<file path="config.mk">
export PLATFORM = sky130hd
export DESIGN_NAME = lsq_slope_sliding_window
export DESIGN_NICKNAME = d
export VERILOG_FILES = /design/src/rtl/core/lsqs_pkg.sv /design/src/rtl/core/lsqs_ctrl.sv /design/src/rtl/core/lsqs_datapath.sv /design/src/rtl/core/lsq_slope_sliding_window.sv
export VERILOG_INCLUDE_DIRS = /design/src /design/src/rtl/core
export SDC_FILE = /design/constraint.sdc
export NUM_CORES = 2
export LEC_CHECK = 0
export BUFFER_PORTS_ARGS = -buffer_cell sky130_fd_sc_hd__buf_2
export CAP_MARGIN = 10
export CORE_AREA = 5 5 384 386
export CTS_BUF_LIST = sky130_fd_sc_hd__clkbuf_4
export CTS_CLUSTER_SIZE = 25
export DETAILED_ROUTE_END_ITERATION = 10
export DIE_AREA = 0 0 389 391
export SLEW_MARGIN = 20
export SYNTH_ARGS = -nofsm -noshare
export SYNTH_HDL_FRONTEND = slang
export SYNTH_SLANG_ARGS = --single-unit
</file>
<file path="constraint.sdc">
create_clock -name clk_i -period 10.5 [get_ports clk_i]
set_input_delay 2.625 -clock clk_i [delete_from_list [all_inputs] [get_ports clk_i]]
set_output_delay 2.625 -clock clk_i [all_outputs]
set_load 0.05 [all_outputs]
</file>
<file path="src/rtl/core/lsq_slope_sliding_window_assert.svh">
// Assertion macros shared by the least-squares slope block.
// Included by modules that check their own control logic; no dependencies.
`ifndef LSQ_SLOPE_SLIDING_WINDOW_ASSERT_SVH
`define LSQ_SLOPE_SLIDING_WINDOW_ASSERT_SVH

// Hold cons in the same cycle as ante.
`define LSQS_CHECK(label, clk, rst_n, ante, cons) \
  label: assert property (@(posedge clk) disable iff (!(rst_n)) (ante) |-> (cons)) \
    else $error("lsqs: same-cycle check failed");

// Hold cons in the cycle after ante.
`define LSQS_CHECK_NEXT(label, clk, rst_n, ante, cons) \
  label: assert property (@(posedge clk) disable iff (!(rst_n)) (ante) |=> (cons)) \
    else $error("lsqs: next-cycle check failed");

`endif

</file>
<file path="src/rtl/core/lsqs_pkg.sv">
// Shared types and constants of the least-squares slope block.
// No dependencies; imported by the controller, datapath and top level.
`default_nettype none

package lsqs_pkg;

  localparam int COV_W   = 25;
  localparam int SUM_W   = 21;
  localparam int SLOPE_W = 33;
  localparam int FRAC_W  = 16;
  localparam int SCALE_W = 32;
  localparam int HW_W    = 4;
  localparam int DATA_W  = 32;
  localparam int ADDR_W  = 3;
  localparam int PROD_W  = COV_W + SCALE_W + 1;

  localparam logic [HW_W-1:0]    HALF_RESET  = 4'd2;
  localparam logic [SCALE_W-1:0] SCALE_RESET = 32'd429496730;

  localparam logic [SLOPE_W-1:0] SLOPE_MAX = {1'b0, {(SLOPE_W-1){1'b1}}};
  localparam logic [SLOPE_W-1:0] SLOPE_MIN = {1'b1, {(SLOPE_W-1){1'b0}}};

  // register select: bit 2 of the byte address
  localparam logic REG_HALF  = 1'b0;
  localparam logic REG_SCALE = 1'b1;

  typedef enum logic [1:0] {
    S_IDLE,
    S_UPDATE,
    S_MULT,
    S_EMIT
  } state_e;

  typedef struct packed {
    logic accept;
    logic update;
    logic mult;
    logic load;
  } ctrl_cmd_t;

  typedef struct packed {
    logic none;
    logic final_res;
  } ctrl_sts_t;

endpackage

`default_nettype wire

</file>
<file path="src/rtl/core/lsqs_ctrl.sv">
// Sequencer of the least-squares slope block: accept, update, scale, emit.
// Depends on lsqs_pkg and lsq_slope_sliding_window_assert.svh.
`default_nettype none
`include "lsq_slope_sliding_window_assert.svh"

module lsqs_ctrl (
  input  logic                clk_i,
  input  logic                rst_ni,
  input  logic                in_valid_i,
  output logic                in_stall_o,
  output logic                out_valid_o,
  input  logic                out_stall_i,
  output lsqs_pkg::ctrl_cmd_t cmd_o,
  input  lsqs_pkg::ctrl_sts_t sts_i
);
  import lsqs_pkg::*;

  state_e state_q, state_d;
  logic   out_valid_q, out_valid_d;
  logic   out_free;

  assign out_free = !out_valid_q || !out_stall_i;

  always_comb begin
    state_d = state_q;
    unique case (state_q)
      S_IDLE: begin
        if (in_valid_i) state_d = S_UPDATE;
      end
      S_UPDATE: state_d = S_MULT;
      S_MULT: begin
        state_d = sts_i.none ? S_IDLE : S_EMIT;
      end
      S_EMIT: begin
        if (out_free && sts_i.final_res) state_d = S_IDLE;
      end
      default: state_d = S_IDLE;
    endcase
  end

  always_comb begin
    cmd_o = '0;
    unique case (state_q)
      S_IDLE:   cmd_o.accept = in_valid_i;
      S_UPDATE: cmd_o.update = 1'b1;
      S_MULT:   cmd_o.mult   = 1'b1;
      S_EMIT:   cmd_o.load   = out_free;
      default:  cmd_o = '0;
    endcase
  end

  always_comb begin
    if (cmd_o.load) begin
      out_valid_d = 1'b1;
    end else begin
      out_valid_d = out_valid_q && out_stall_i;
    end
  end

  always_ff @(posedge clk_i or negedge rst_ni) begin
    if (!rst_ni) begin
      state_q     <= S_IDLE;
      out_valid_q <= 1'b0;
    end else begin
      state_q     <= state_d;
      out_valid_q <= out_valid_d;
    end
  end

  assign in_stall_o  = (state_q != S_IDLE);
  assign out_valid_o = out_valid_q;

  `LSQS_CHECK(a_emit_has_work, clk_i, rst_ni, state_q == S_EMIT, !sts_i.none)
  `LSQS_CHECK_NEXT(a_final_to_idle, clk_i, rst_ni, cmd_o.load && sts_i.final_res,
                   state_q == S_IDLE)
  `LSQS_CHECK_NEXT(a_one_item_at_a_time, clk_i, rst_ni, cmd_o.accept, !cmd_o.accept)

endmodule

`default_nettype wire

</file>
<file path="src/rtl/core/lsqs_datapath.sv">
// Datapath of the least-squares slope block: sample history memory, running
// covariance and window sum, scale multiplier and output register.
// Depends on lsqs_pkg and lsq_slope_sliding_window_assert.svh.
`default_nettype none
`include "lsq_slope_sliding_window_assert.svh"

module lsqs_datapath #(
  parameter int MAX_HALF    = 15,
  parameter int SAMPLE_BITS = 16
) (
  input  logic                                clk_i,
  input  logic                                rst_ni,
  input  lsqs_pkg::ctrl_cmd_t                 cmd_i,
  output lsqs_pkg::ctrl_sts_t                 sts_o,
  input  logic signed [SAMPLE_BITS-1:0]       sample_i,
  input  logic                                column_end_i,
  input  logic [lsqs_pkg::HW_W-1:0]           half_width_i,
  input  logic [lsqs_pkg::SCALE_W-1:0]        slope_scale_i,
  output logic signed [lsqs_pkg::SLOPE_W-1:0] slope_o,
  output logic                                last_o,
  output logic                                short_column_o
);
  import lsqs_pkg::*;

  localparam int DEPTH  = 2 * MAX_HALF + 1;
  localparam int HALF_W = $clog2(MAX_HALF + 1);
  localparam int CNT_W  = HALF_W + 1;
  localparam int AW     = $clog2(DEPTH);
  localparam int RES_W  = $clog2(MAX_HALF + 2);
  localparam int QS_W   = PROD_W - FRAC_W;

  logic signed [SAMPLE_BITS-1:0] store_mem [DEPTH];

  // column state
  logic [AW-1:0]           wp_q;
  logic [CNT_W-1:0]        fill_q;
  logic [CNT_W-1:0]        hcnt_q;
  logic signed [COV_W-1:0] cov_q;
  logic signed [SUM_W-1:0] sum_q;
  logic [RES_W-1:0]        rem_q;
  logic                    first_q;

  // per-item payload
  logic signed [SAMPLE_BITS-1:0] x_q;
  logic signed [SAMPLE_BITS-1:0] xo_q;
  logic                          xo_ok_q;
  logic                          end_q;
  logic [HALF_W-1:0]             h_q;
  logic [CNT_W-1:0]              len_q;
  logic signed [COV_W-1:0]       covr_q;
  logic signed [PROD_W-1:0]      prod_q;
  logic                          slope_first_q;
  logic                          short_q;
  logic [SLOPE_W-1:0]            slope_q;
  logic                          last_q;
  logic                          short_out_q;

  logic [HALF_W-1:0]             h_eff;
  logic [CNT_W-1:0]              len_eff;
  logic [CNT_W-1:0]              wp_ext;
  logic [CNT_W-1:0]              raddr_full;
  logic [AW-1:0]                 raddr;
  logic signed [SAMPLE_BITS-1:0] x_out;
  logic [COV_W-1:0]              xo_c;
  logic [COV_W-1:0]              xn_c;
  logic [COV_W-1:0]              sum_c;
  logic [COV_W-1:0]              h_c;
  logic [COV_W-1:0]              hp1_c;
  logic [COV_W-1:0]              cov_new;
  logic [SUM_W-1:0]              sum_new;
  logic [CNT_W-1:0]              h_cnt;
  logic [CNT_W-1:0]              lead_n;
  logic [CNT_W-1:0]              remain;
  logic [RES_W-1:0]              n_res;
  logic                          plan_slope;
  logic                          plan_short;
  logic [QS_W-1:0]               qs;
  logic                          fits;
  logic [SLOPE_W-1:0]            sat;

  always_comb begin
    if (half_width_i == '0) begin
      h_eff = HALF_W'(1);
    end else if (int'(half_width_i) > MAX_HALF) begin
      h_eff = HALF_W'(MAX_HALF);
    end else begin
      h_eff = HALF_W'(half_width_i);
    end
  end

  assign len_eff = {h_eff, 1'b1};
  assign wp_ext  = CNT_W'(wp_q);

  always_comb begin
    if (wp_ext >= len_eff) begin
      raddr_full = wp_ext - len_eff;
    end else begin
      raddr_full = CNT_W'(DEPTH) - (len_eff - wp_ext);
    end
  end

  assign raddr = AW'(raddr_full);

  always_ff @(posedge clk_i) begin
    if (cmd_i.accept) begin
      store_mem[wp_q] <= sample_i;
      xo_q            <= store_mem[raddr];
    end
  end

  // recursive update of covariance and window sum
  assign x_out   = xo_ok_q ? xo_q : '0;
  assign xo_c    = COV_W'(x_out);
  assign xn_c    = COV_W'(x_q);
  assign sum_c   = COV_W'(sum_q);
  assign h_c     = COV_W'(h_q);
  assign hp1_c   = COV_W'(h_q) + COV_W'(1);
  assign cov_new = COV_W'(cov_q) - sum_c + hp1_c * xo_c + h_c * xn_c;
  assign sum_new = SUM_W'(sum_q) - SUM_W'(x_out) + SUM_W'(x_q);

  // results this item causes
  assign h_cnt  = CNT_W'(h_q);
  assign lead_n = (fill_q < h_cnt) ? fill_q : h_cnt;
  assign remain = fill_q + CNT_W'(1) - lead_n;

  always_comb begin
    n_res      = '0;
    plan_slope = 1'b0;
    plan_short = 1'b0;
    if (end_q) begin
      if (fill_q >= len_q) begin
        n_res      = RES_W'(h_cnt + CNT_W'(1));
        plan_slope = 1'b1;
      end else begin
        n_res      = RES_W'(remain);
        plan_short = 1'b1;
      end
    end else if (fill_q < h_cnt) begin
      n_res = RES_W'(1);
    end else if (fill_q >= len_q - CNT_W'(1)) begin
      n_res      = RES_W'(1);
      plan_slope = 1'b1;
    end
  end

  // drop 16 fraction bits (floor), saturate to the slope range
  assign qs   = prod_q[PROD_W-1:FRAC_W];
  assign fits = (&qs[QS_W-1:SLOPE_W-1]) || !(|qs[QS_W-1:SLOPE_W-1]);
  assign sat  = fits ? qs[SLOPE_W-1:0] : (qs[QS_W-1] ? SLOPE_MIN : SLOPE_MAX);

  always_ff @(posedge clk_i or negedge rst_ni) begin
    if (!rst_ni) begin
      wp_q    <= '0;
      fill_q  <= '0;
      hcnt_q  <= '0;
      cov_q   <= '0;
      sum_q   <= '0;
      rem_q   <= '0;
      first_q <= 1'b0;
    end else begin
      if (cmd_i.accept) begin
        wp_q <= (wp_q == AW'(DEPTH - 1)) ? '0 : wp_q + AW'(1);
      end
      if (cmd_i.update) begin
        rem_q   <= n_res;
        first_q <= 1'b1;
        if (end_q) begin
          fill_q <= '0;
          hcnt_q <= '0;
          cov_q  <= '0;
          sum_q  <= '0;
        end else begin
          fill_q <= (fill_q < len_q) ? fill_q + CNT_W'(1) : fill_q;
          hcnt_q <= (hcnt_q < CNT_W'(DEPTH)) ? hcnt_q + CNT_W'(1) : hcnt_q;
          cov_q  <= cov_new;
          sum_q  <= sum_new;
        end
      end
      if (cmd_i.load) begin
        rem_q   <= rem_q - RES_W'(1);
        first_q <= 1'b0;
      end
    end
  end

  always_ff @(posedge clk_i) begin
    if (cmd_i.accept) begin
      x_q     <= sample_i;
      end_q   <= column_end_i;
      h_q     <= h_eff;
      len_q   <= len_eff;
      xo_ok_q <= (hcnt_q >= len_eff);
    end
    if (cmd_i.update) begin
      covr_q        <= cov_new;
      slope_first_q <= plan_slope;
      short_q       <= plan_short;
    end
    if (cmd_i.mult) begin
      prod_q <= PROD_W'(covr_q) * $signed(PROD_W'(slope_scale_i));
    end
    if (cmd_i.load) begin
      slope_q     <= (first_q && slope_first_q) ? sat : '0;
      last_q      <= end_q && (rem_q == RES_W'(1));
      short_out_q <= short_q;
    end
  end

  assign sts_o.none      = (rem_q == '0);
  assign sts_o.final_res = (rem_q == RES_W'(1));

  assign slope_o        = slope_q;
  assign last_o         = last_q;
  assign short_column_o = short_out_q;

  `LSQS_CHECK(a_hist_bounded, clk_i, rst_ni, 1'b1, hcnt_q <= CNT_W'(DEPTH))
  `LSQS_CHECK(a_rem_bounded, clk_i, rst_ni, 1'b1, int'(rem_q) <= MAX_HALF + 1)

endmodule

`default_nettype wire

</file>
<file path="src/rtl/core/lsq_slope_sliding_window.sv">
// Least-squares slope over a centered window of 2h+1 samples, streamed one
// column at a time: each sample updates a running covariance and window sum,
// the covariance is scaled by slope_scale and truncated to Q.16 with
// saturation, and the h edge positions at each end of a column give zero. An
// item passes through the history memory read, the recursive update and the
// scale multiply, then gives one result per cycle (up to h+1) while the
// output does not stall; the next sample is taken as soon as the last result
// of the previous one sits in the output register. No clearing pass is needed
// after reset: a fill count masks history memory entries of earlier columns.
// Depends on lsqs_pkg, lsqs_ctrl and lsqs_datapath.
`default_nettype none

module lsq_slope_sliding_window #(
  parameter int MAX_HALF    = 15,
  parameter int SAMPLE_BITS = 16
) (
  input  logic                                clk_i,
  input  logic                                rst_ni,
  input  logic                                in_valid_i,
  output logic                                in_stall_o,
  input  logic signed [SAMPLE_BITS-1:0]       sample_i,
  input  logic                                column_end_i,
  output logic                                out_valid_o,
  input  logic                                out_stall_i,
  output logic signed [lsqs_pkg::SLOPE_W-1:0] slope_o,
  output logic                                last_o,
  output logic                                short_column_o,
  input  logic                                psel,
  input  logic                                penable,
  input  logic                                pwrite,
  input  logic [lsqs_pkg::ADDR_W-1:0]         paddr,
  input  logic [lsqs_pkg::DATA_W-1:0]         pwdata,
  output logic [lsqs_pkg::DATA_W-1:0]         prdata,
  output logic                                pready
);
  import lsqs_pkg::*;

  logic [HW_W-1:0]    half_q;
  logic [SCALE_W-1:0] scale_q;
  logic               cfg_wr;
  ctrl_cmd_t          cmd;
  ctrl_sts_t          sts;

  assign pready = 1'b1;
  assign cfg_wr = psel && penable && pwrite;

  always_ff @(posedge clk_i or negedge rst_ni) begin
    if (!rst_ni) begin
      half_q  <= HALF_RESET;
      scale_q <= SCALE_RESET;
    end else if (cfg_wr) begin
      unique case (paddr[2])
        REG_HALF:  half_q  <= pwdata[HW_W-1:0];
        REG_SCALE: scale_q <= pwdata[SCALE_W-1:0];
        default:   half_q  <= half_q;
      endcase
    end
  end

  always_comb begin
    unique case (paddr[2])
      REG_HALF:  prdata = DATA_W'(half_q);
      REG_SCALE: prdata = DATA_W'(scale_q);
      default:   prdata = '0;
    endcase
  end

  lsqs_ctrl u_ctrl (
    .clk_i       (clk_i),
    .rst_ni      (rst_ni),
    .in_valid_i  (in_valid_i),
    .in_stall_o  (in_stall_o),
    .out_valid_o (out_valid_o),
    .out_stall_i (out_stall_i),
    .cmd_o       (cmd),
    .sts_i       (sts)
  );

  lsqs_datapath #(
    .MAX_HALF    (MAX_HALF),
    .SAMPLE_BITS (SAMPLE_BITS)
  ) u_datapath (
    .clk_i          (clk_i),
    .rst_ni         (rst_ni),
    .cmd_i          (cmd),
    .sts_o          (sts),
    .sample_i       (sample_i),
    .column_end_i   (column_end_i),
    .half_width_i   (half_q),
    .slope_scale_i  (scale_q),
    .slope_o        (slope_o),
    .last_o         (last_o),
    .short_column_o (short_column_o)
  );

endmodule

`default_nettype wire
</file>
==> flow_summary.json <==
{
  "port_buffers": 125,
  "mostFrequentLayoutCells": "inv_1 (998), fa_1 (837), nand2_1 (652), edfxtp_1 (638), ha_1 (381)",
  "gp_congestion": 0.882,
  "wl_um": 174000,
  "worstSetupPathType": "reg -> reg",
  "antenna_found_initial": 12,
  "crit_fanout": 11,
  "cts_buffers": 197,
  "start_kind": "flip-flop",
  "syn-num-nets": 7200,
  "layout_commonest_cell": "inv_1",
  "syn-cell-area_um2": 64200,
  "use_met2_pct": 39.1,
  "rsz0062_at_grt": "false",
  "cts_max_path_buffers": 3,
  "fin_tns_setup_ns": 0,
  "dpl.hpwl_um": 121000,
  "synthToLayoutAreaGrowth_pct": 8.17,
  "wire_per_inst_um": 21.5,
  "boundaryPins": 129,
  "layout-drive-gt1-share_pct": 11.0,
  "fin_crit_ns": 8.64,
  "use_met1_pct": 29.9,
  "grt_util_met3_pct": 4.44,
  "path_clk_slew_ns": 0.07,
  "post_cts_buffers": 0,
  "clockRootBuffer": "clkbuf_4",
  "synth-async-reset-ratio_pct": 14.2,
  "initial_core_util_pct": 44.8,
  "max_stage_delay_ns": 0.54,
  "fp.coreArea_um2": 143000,
  "die_h_um": 391,
  "status": "completed",
  "syn_area_per_cell_um2": 10.8,
  "vias": 44600,
  "drv_slew": 0,
  "crit_family": "adder cells",
  "hold_buffers": 0,
  "finClkSkew_ns": 0.129,
  "die_width_um": 389,
  "synthFlopType": "edfxtp_1",
  "cts_tree": "done",
  "ys_types": 84,
  "slowest_stage": "xnor2_2",
  "critical_path_buf_inv_count": 4,
  "arrival_ns": 9.69,
  "final_util_pct": 48.5,
  "first_pass_iters": 5,
  "post-place-ws_ns": 1.58,
  "period_share_pct": 82.3,
  "grt_busiest_layer": "met2",
  "grt_max_degree": 89,
  "ant_nets": 0,
  "grt_pass1_wl_um": 271000,
  "drv_cap": 0,
  "row_count": 139,
  "overflow": 0,
  "clock-sinks": 744,
  "critPathRequiredTime_ns": 11.55,
  "netlist_instances": 5923,
  "clk_latency_ns": 1.25,
  "fin_nets": 7295,
  "vias_per_cell": 5.51,
  "die_area_um2": 152000,
  "setup_ws_ns": 1.86,
  "setup_viol": 0,
  "post_cts_resized": 0,
  "drt-initial-drc-count": 2884,
  "yosys_register_bits": 744,
  "synth_edf_count": 638,
  "max_clock_freq_mhz": 116,
  "worstSetupEndpointType": "flip-flop",
  "hold_viol": 0,
  "h-tree-depth": 4,
  "ys_warn_count": 0,
  "seq_area_frac_synth_pct": 34.0,
  "remaining_drc_errors": 0,
  "tightest_slew_ns": 1.15,
  "min_path_type": "reg -> reg",
  "cpMostUsedCell": "fa_1",
  "first_global_vias": 47200,
  "grt_use_total_pct": 23.1,
  "timing.hold.ws_ns": 0.514,
  "max_slew_margin_pct": 22.9
}
## worst paths after layout
check / start / end / slack (ns) / depth (start not counted)
setup reg to reg: u_datapath.h_q[0]$_DFFE_PP_ / u_datapath.cov_q[24]$_DFFE_PN0P_ / 1.86 / 32
min in group asynchronous: rst_ni / scale_q[6]$_DFFE_PN0P_ / 1.57 / 1
hold / removal: u_datapath.cov_q[20]$_DFFE_PN0P_ / u_datapath.cov_q[20]$_DFFE_PN0P_ / 0.51 / 1
max in group asynchronous: rst_ni / scale_q[0]$_DFFE_PN0P_ / 7.62 / 2
hold reg to reg: u_datapath.cov_q[20]$_DFFE_PN0P_ / u_datapath.cov_q[20]$_DFFE_PN0P_ / 0.51 / 1
setup / recovery: u_datapath.h_q[0]$_DFFE_PP_ / u_datapath.cov_q[24]$_DFFE_PN0P_ / 1.86 / 32
## kinds of logic after synthesis
| family | share of synthesized area, % |
|---|---|
| simple gates | 10.4 |
| buf+inv | 7.94 |
| fa+ha+maj | 33.5 |
| compound gates | 10.5 |
| flops | 34.0 |
| xor+xnor | 1.83 |
| mux | 1.73 |
| other cells | 0.00584 |
## stage by stage
step           instances  instance area (um2)
5_1_grt             8095                69400
3_3_place_gp        7722                66800
3_5_place_dp        7722                66800
6_report            8095                69400
2_1_floorplan       5923                64200
4_1_cts             8084                69400
## worst register-to-register path: cells and delay by family (launching register included)
kind / cells / cell delay (ns)
xor+xnor: 2 / 0.81
fa+ha+maj: 8 / 3.36
simple gates: 5 / 0.44
flops: 1 / 0.45
buf+inv: 4 / 0.41
compound gates: 13 / 3.04
## sequential cells by signal, indices dropped and copies added (netlist names), 4 cells and up
name	count
half_q	4
scale_q	32
u_datapath.cov_q	25
u_datapath.covr_q	25
u_datapath.fill_q	5
u_datapath.h_q	4
u_datapath.hcnt_q	5
u_datapath.prod_q	42
u_datapath.rem_q	5
u_datapath.slope_o	33
u_datapath.store_mem	496
u_datapath.sum_q	21
u_datapath.wp_ext	5
u_datapath.x_q	16
u_datapath.xo_q	16
## layer usage
| layer | wire length [um] | share of wire (%) |
|---|---|---|
| met2 | 84400 | 49 |
| met5 | 54 | 0.031 |
| met1 | 71500 | 41 |
| met3 | 12000 | 6.9 |
| met4 | 5760 | 3.3 |
## final cells by class
type	count	area, um2
diodes	11	27.5
clock buffers	290	2180
clock inverters	72	418
fillers	13200	73700
inverters	1002	3760
multi-input cells	3839	37400
flip-flops and latches	744	21800
well taps	1903	2380
repair buffers	234	1460
## synthesized netlist by cell type (53+ instances only)
master | count | area [um2]
a21o_1 | 72 | 541
a21oi_1 | 162 | 811
and2_1 | 337 | 2110
clkbuf_1 | 283 | 1060
dfrtp_1 | 90 | 2250
edfxtp_1 | 638 | 19200
fa_1 | 837 | 16800
ha_1 | 381 | 4770
inv_1 | 1000 | 3750
nand2_1 | 652 | 2450
nand3_1 | 53 | 265
nor2_1 | 200 | 751
o21ai_0 | 210 | 1050
o221ai_1 | 198 | 1730
o22ai_1 | 132 | 826
xnor2_1 | 86 | 753
Power is not shown: default switching activity piles up to over one toggle a cycle in this logic, so the estimate is an artifact.
